$ cat src/rtl/core/brsct_pkg.sv
// Shared types, command codes and helper functions for the bitmap rectangle core.
`default_nettype none

package brsct_pkg;

    localparam int COORD_BITS = 10;
    localparam int COUNT_BITS = 21;

    localparam logic [1:0] CMD_SET    = 2'd0;
    localparam logic [1:0] CMD_CLEAR  = 2'd1;
    localparam logic [1:0] CMD_INVERT = 2'd2;

    typedef struct packed {
        logic [1:0]            cmd;
        logic [COORD_BITS-1:0] left_col;
        logic [COORD_BITS-1:0] top_row;
        logic [COORD_BITS-1:0] right_col;
        logic [COORD_BITS-1:0] bottom_row;
    } t_in;

    typedef struct packed {
        logic [COUNT_BITS-1:0] lit_count;
        logic                  range_error;
    } t_out;

    // Ones in one byte.
    function automatic logic [3:0] pop8(input logic [7:0] v);
        logic [3:0] n;
        n = '0;
        for (int i = 0; i < 8; i++) begin
            n = n + 4'(v[i]);
        end
        return n;
    endfunction

endpackage

`default_nettype wire

$ cat src/rtl/core/brsct_count.sv
// Running set-cell count: per-byte popcount of gained and lost bits, then accumulate.
`default_nettype none

module brsct_count #(
    parameter int WORD_BITS = 64
) (
    input  wire logic                            i_clk,
    input  wire logic                            i_rst_n,
    input  wire logic                            i_valid,
    input  wire logic [WORD_BITS-1:0]            i_old,
    input  wire logic [WORD_BITS-1:0]            i_new,
    output logic                                 o_busy,
    output logic [brsct_pkg::COUNT_BITS-1:0]     o_total
);
    import brsct_pkg::*;

    localparam int LANES = (WORD_BITS + 7) / 8;
    localparam int PADW  = LANES * 8;

    logic [PADW-1:0]       gain_bits;
    logic [PADW-1:0]       lose_bits;
    logic [3:0]            r_gain [LANES];
    logic [3:0]            r_lose [LANES];
    logic                  r_lane_valid;
    logic [6:0]            gain_sum;
    logic [6:0]            lose_sum;
    logic [COUNT_BITS-1:0] r_total;
    logic [COUNT_BITS-1:0] n_total;

    assign gain_bits = PADW'(i_new & ~i_old);
    assign lose_bits = PADW'(i_old & ~i_new);

    always_ff @(posedge i_clk) begin
        for (int l = 0; l < LANES; l++) begin
            r_gain[l] <= pop8(gain_bits[l*8 +: 8]);
            r_lose[l] <= pop8(lose_bits[l*8 +: 8]);
        end
    end

    always_comb begin
        gain_sum = '0;
        lose_sum = '0;
        for (int l = 0; l < LANES; l++) begin
            gain_sum = gain_sum + 7'(r_gain[l]);
            lose_sum = lose_sum + 7'(r_lose[l]);
        end
        n_total = r_total;
        if (r_lane_valid) begin
            n_total = r_total + COUNT_BITS'(gain_sum) - COUNT_BITS'(lose_sum);
        end
    end

    always_ff @(posedge i_clk) begin
        if (!i_rst_n) begin
            r_lane_valid <= 1'b0;
            r_total      <= '0;
        end else begin
            r_lane_valid <= i_valid;
            r_total      <= n_total;
        end
    end

    assign o_busy  = r_lane_valid;
    assign o_total = r_total;

endmodule

`default_nettype wire

$ cat config.mk
export PLATFORM = sky130hd
export DESIGN_NAME = brsct_count
export DESIGN_NICKNAME = d
export VERILOG_FILES = /design/src/rtl/core/brsct_pkg.sv /design/src/rtl/core/brsct_count.sv
export SDC_FILE = /design/constraint.sdc
export NUM_CORES = 1
export LEC_CHECK = 0
export BUFFER_PORTS_ARGS = -buffer_cell sky130_fd_sc_hd__buf_4
export CORE_MARGIN = 2
export CORE_UTILIZATION = 53
export CTS_BUF_LIST = sky130_fd_sc_hd__clkbuf_8
export DETAILED_ROUTE_END_ITERATION = 8
export PLACE_DENSITY = 0.79
export REMOVE_ABC_BUFFERS = 1
export SLEW_MARGIN = 5
export SYNTH_ARGS = -nofsm -noshare
export SYNTH_HDL_FRONTEND = slang
export SYNTH_SLANG_ARGS = --single-unit
$ cat constraint.sdc
create_clock -name i_clk -period 5.1 [get_ports i_clk]
set_input_delay 1.02 -clock i_clk [delete_from_list [all_inputs] [get_ports i_clk]]
set_output_delay 1.02 -clock i_clk [all_outputs]
set_load 0.03 [all_outputs]
==> results.json <==
{
  "hold_start": "o_total[17]$_SDFFE_PN0P_",
  "wl_met2_mm": 8.96,
  "drc_errors": 0,
  "grt-ovfl-total": 0,
  "top_layer": "met4",
  "cts.htree.levels": 3,
  "initial_core_util_pct": 53.9,
  "path_max_fanout": 6,
  "grt_max_degree": 40,
  "num_io_pins": 153,
  "clock_path_buffers": 2,
  "clock_sink_count": 86,
  "avgSynthCellArea_um2": 9.58,
  "async_flop_share_pct": 0,
  "antenna_found_initial": 0,
  "fp.dieH_um": 131,
  "n_fill_cell": 1240,
  "via_per_inst": 4.86,
  "r2r-start": "r_lose[6][2]$_DFF_P_",
  "outcome": "finished, violations left",
  "maxCapViolations": 0,
  "r2r_end": "o_total[20]$_SDFFE_PN0P_",
  "period_share_pct": 109,
  "die_area_um2": 17100,
  "start_kind": "flop",
  "hpwl_mm": 14.7,
  "drtIter0Drc": 227,
  "hold_path_class": "flop to flop",
  "grtUsageTotal_pct": 21.3,
  "syn_inst": 891,
  "synth_warnings": 0,
  "cts_root_buf": "clkbuf_8",
  "worst_slew_pin_slew_ps": 496,
  "wl_met3_um": 787,
  "cts_tree": "built",
  "max_clock_freq_mhz": 180,
  "hold_depth": 2,
  "drive_gt1_share_pct": 23.6,
  "violations": "negative setup slack",
  "r2r_slack_ps": -460,
  "ys_ff_latch": 86,
  "worst_clock_skew_ps": 9.10,
  "cts_made_buffers": 9,
  "wl_mm": 17.5,
  "seq_area_um2": 1730,
  "synth_top_area_cell": "fa_1",
  "finalHoldViolCount": 0,
  "core_um2": 15800,
  "synth_top_area_share_pct": 29.6,
  "final_core_util_pct": 66.2,
  "crit_type": "flop to flop",
  "ys_types": 56,
  "slew-limit-headroom_pct": 66.9,
  "multi_input_area_um2": 6130,
  "grt_pass1_wl_mm": 28.3,
  "gp_congestion": 0.841,
  "die_x_um": 131,
  "synth_area_leaders": "fa_1, dfxtp_1, ha_1",
  "layout_setup_ws_ps": -462,
  "reg2reg_depth": 16,
  "dr.pass1.iters": 4,
  "antenna-diode-count": 0,
  "wl_met1_mm": 7.16,
  "area_growth_pct": 22.8,
  "num-nets-final": 1411,
  "period_minus_slack_ps": 5560,
  "ys.flop_type": "dfxtp_1",
  "clk_pin_slew_ps": 90,
  "insertion_delay_ps": 390,
  "avgRoutedWirePerCell_um": 13.6,
  "setup_violations": 7,
  "rsz0062_at_grt": "yes",
  "cp.required_ps": 5370,
  "ys_seq_area_share_pct": 20.2,
  "synth_edf_count": 0,
  "fp-row-count": 46,
  "holdPathEnd": "o_total[17]$_SDFFE_PN0P_",
  "ant_nets": 0,
  "syn_area_um2": 8530,
  "io_buffers": 152,
  "end_kind": "flop",
  "num_vias": 6245,
  "drv_slew": 0,
  "cp.arrival_ps": 5830,
  "synth.most_common_cell": "inv_1",
  "synthTopCellsByCount": "inv_1, fa_1, ha_1, nor2b_1, dfxtp_1",
  "first_global_vias": 6301
}
==> state kept, by name (all words and copies together) (netlist names) <==
name / count
r_gain: 32
r_lose: 32
o_total: 21
o_busy: 1
==> logic make-up after synthesis <==
family / synth area share, %
AOI/OAI and AO/OA: 7.11
xor gates and xnor gates: 2.67
buffers and inverters: 10.4
muxes: 1.06
and+or+nand+nor: 16.0
adders and majority gates: 42.6
DFF: 20.2
==> through the flow <==
stage / setup WS, ps / setup TNS (ps) / std cells / hold WS, ps / area, µm²
CTS: -411 / -1600 / 1284 / 515 / 10300
floorplan: -518 / -2040 / 877 / 603 / 8470
detailed placement: -626 / -4290 / 1265 / 501 / 10000
finish: -462 / -2210 / 1286 / 510 / 10500
global placement: -511 / -2860 / 1265 / 491 / 10000
global route: -658 / -4480 / 1286 / 570 / 10500
==> how the worst max path moves through the flow <==
stage	startpoint	end	slack [ps]	cells after the start
final	r_lose[6][2]$_DFF_P_	o_total[20]$_SDFFE_PN0P_	-460	16
after global routing	r_lose[6][2]$_DFF_P_	o_total[20]$_SDFFE_PN0P_	-660	16
after CTS	r_gain[1][6]$_DFF_P_	o_total[20]$_SDFFE_PN0P_	-410	17
after detailed placement	r_lose[3][2]$_DFF_P_	o_total[20]$_SDFFE_PN0P_	-630	16
after global placement	r_lose[3][2]$_DFF_P_	o_total[20]$_SDFFE_PN0P_	-510	16
after floorplan	o_total[2]$_SDFFE_PN0P_	o_total[20]$_SDFFE_PN0P_	-520	15
==> cell type report <==
class / instances / area share [%]
clock inverter: 7 / 0.525
timing repair buffer: 177 / 12.9
multi-input combinational: 571 / 58.5
inverter: 220 / 7.88
tap: 216 / 2.58
clock buffer: 9 / 1.18
sequential: 86 / 16.5
==> critical path, cell delays in order, from the launching register on <==
cell      delay, ps
dfxtp_2         340
inv_2            40
fa_1            510
fa_1            570
fa_1            460
fa_1            540
fa_1            510
inv_1            70
fa_1            520
inv_1            60
ha_2            190
fa_2            370
a21o_1          200
a221oi_4        290
o21ai_4         110
a31o_1          200
or4b_1          470
==> routing by layer <==
| metal | vias up | GRT usage, % |
|---|---|---|
| li1 | 3082 | - |
| met1 | 2986 | 25.8 |
| met5 | - | 0 |
| met2 | 143 | 37.2 |
| met4 | 0 | 8.07 |
| met3 | 34 | 4.76 |
==> placed cells by master, fill, tap and decap left out, types with 3 or more instances in the layout <==
| cell | instances |
|---|---|
| a21o_1 | 3 |
| a21oi_1 | 26 |
| a21oi_2 | 3 |
| a31oi_1 | 6 |
| and2_1 | 3 |
| and3_1 | 3 |
| buf_4 | 172 |
| buf_6 | 5 |
| clkbuf_8 | 9 |
| dfxtp_1 | 78 |
| dfxtp_2 | 8 |
| fa_1 | 116 |
| fa_2 | 10 |
| ha_1 | 85 |
| ha_4 | 3 |
| inv_1 | 209 |
| inv_2 | 11 |
| mux2i_1 | 8 |
| nand2_1 | 21 |
| nand2b_1 | 64 |
| nand3_1 | 14 |
| nand3b_1 | 4 |
| nand4_1 | 5 |
| nor2_1 | 12 |
| nor2b_1 | 89 |
| o211ai_1 | 5 |
| o21a_1 | 5 |
| o21ai_0 | 10 |
| o21bai_1 | 3 |
| xnor2_1 | 14 |
| xor2_1 | 12 |
==> repair_timing <==
action,in CTS,in global routing
hold buffers,0,0
resized for setup,24,43
cloned,0,0
setup buffers,3,3
pin swaps,27,35
setup endpoints to repair,14,15
Power is left out: the tool's default activity adds up to more than one toggle a clock period on the data nets, which glitch-free logic cannot reach.
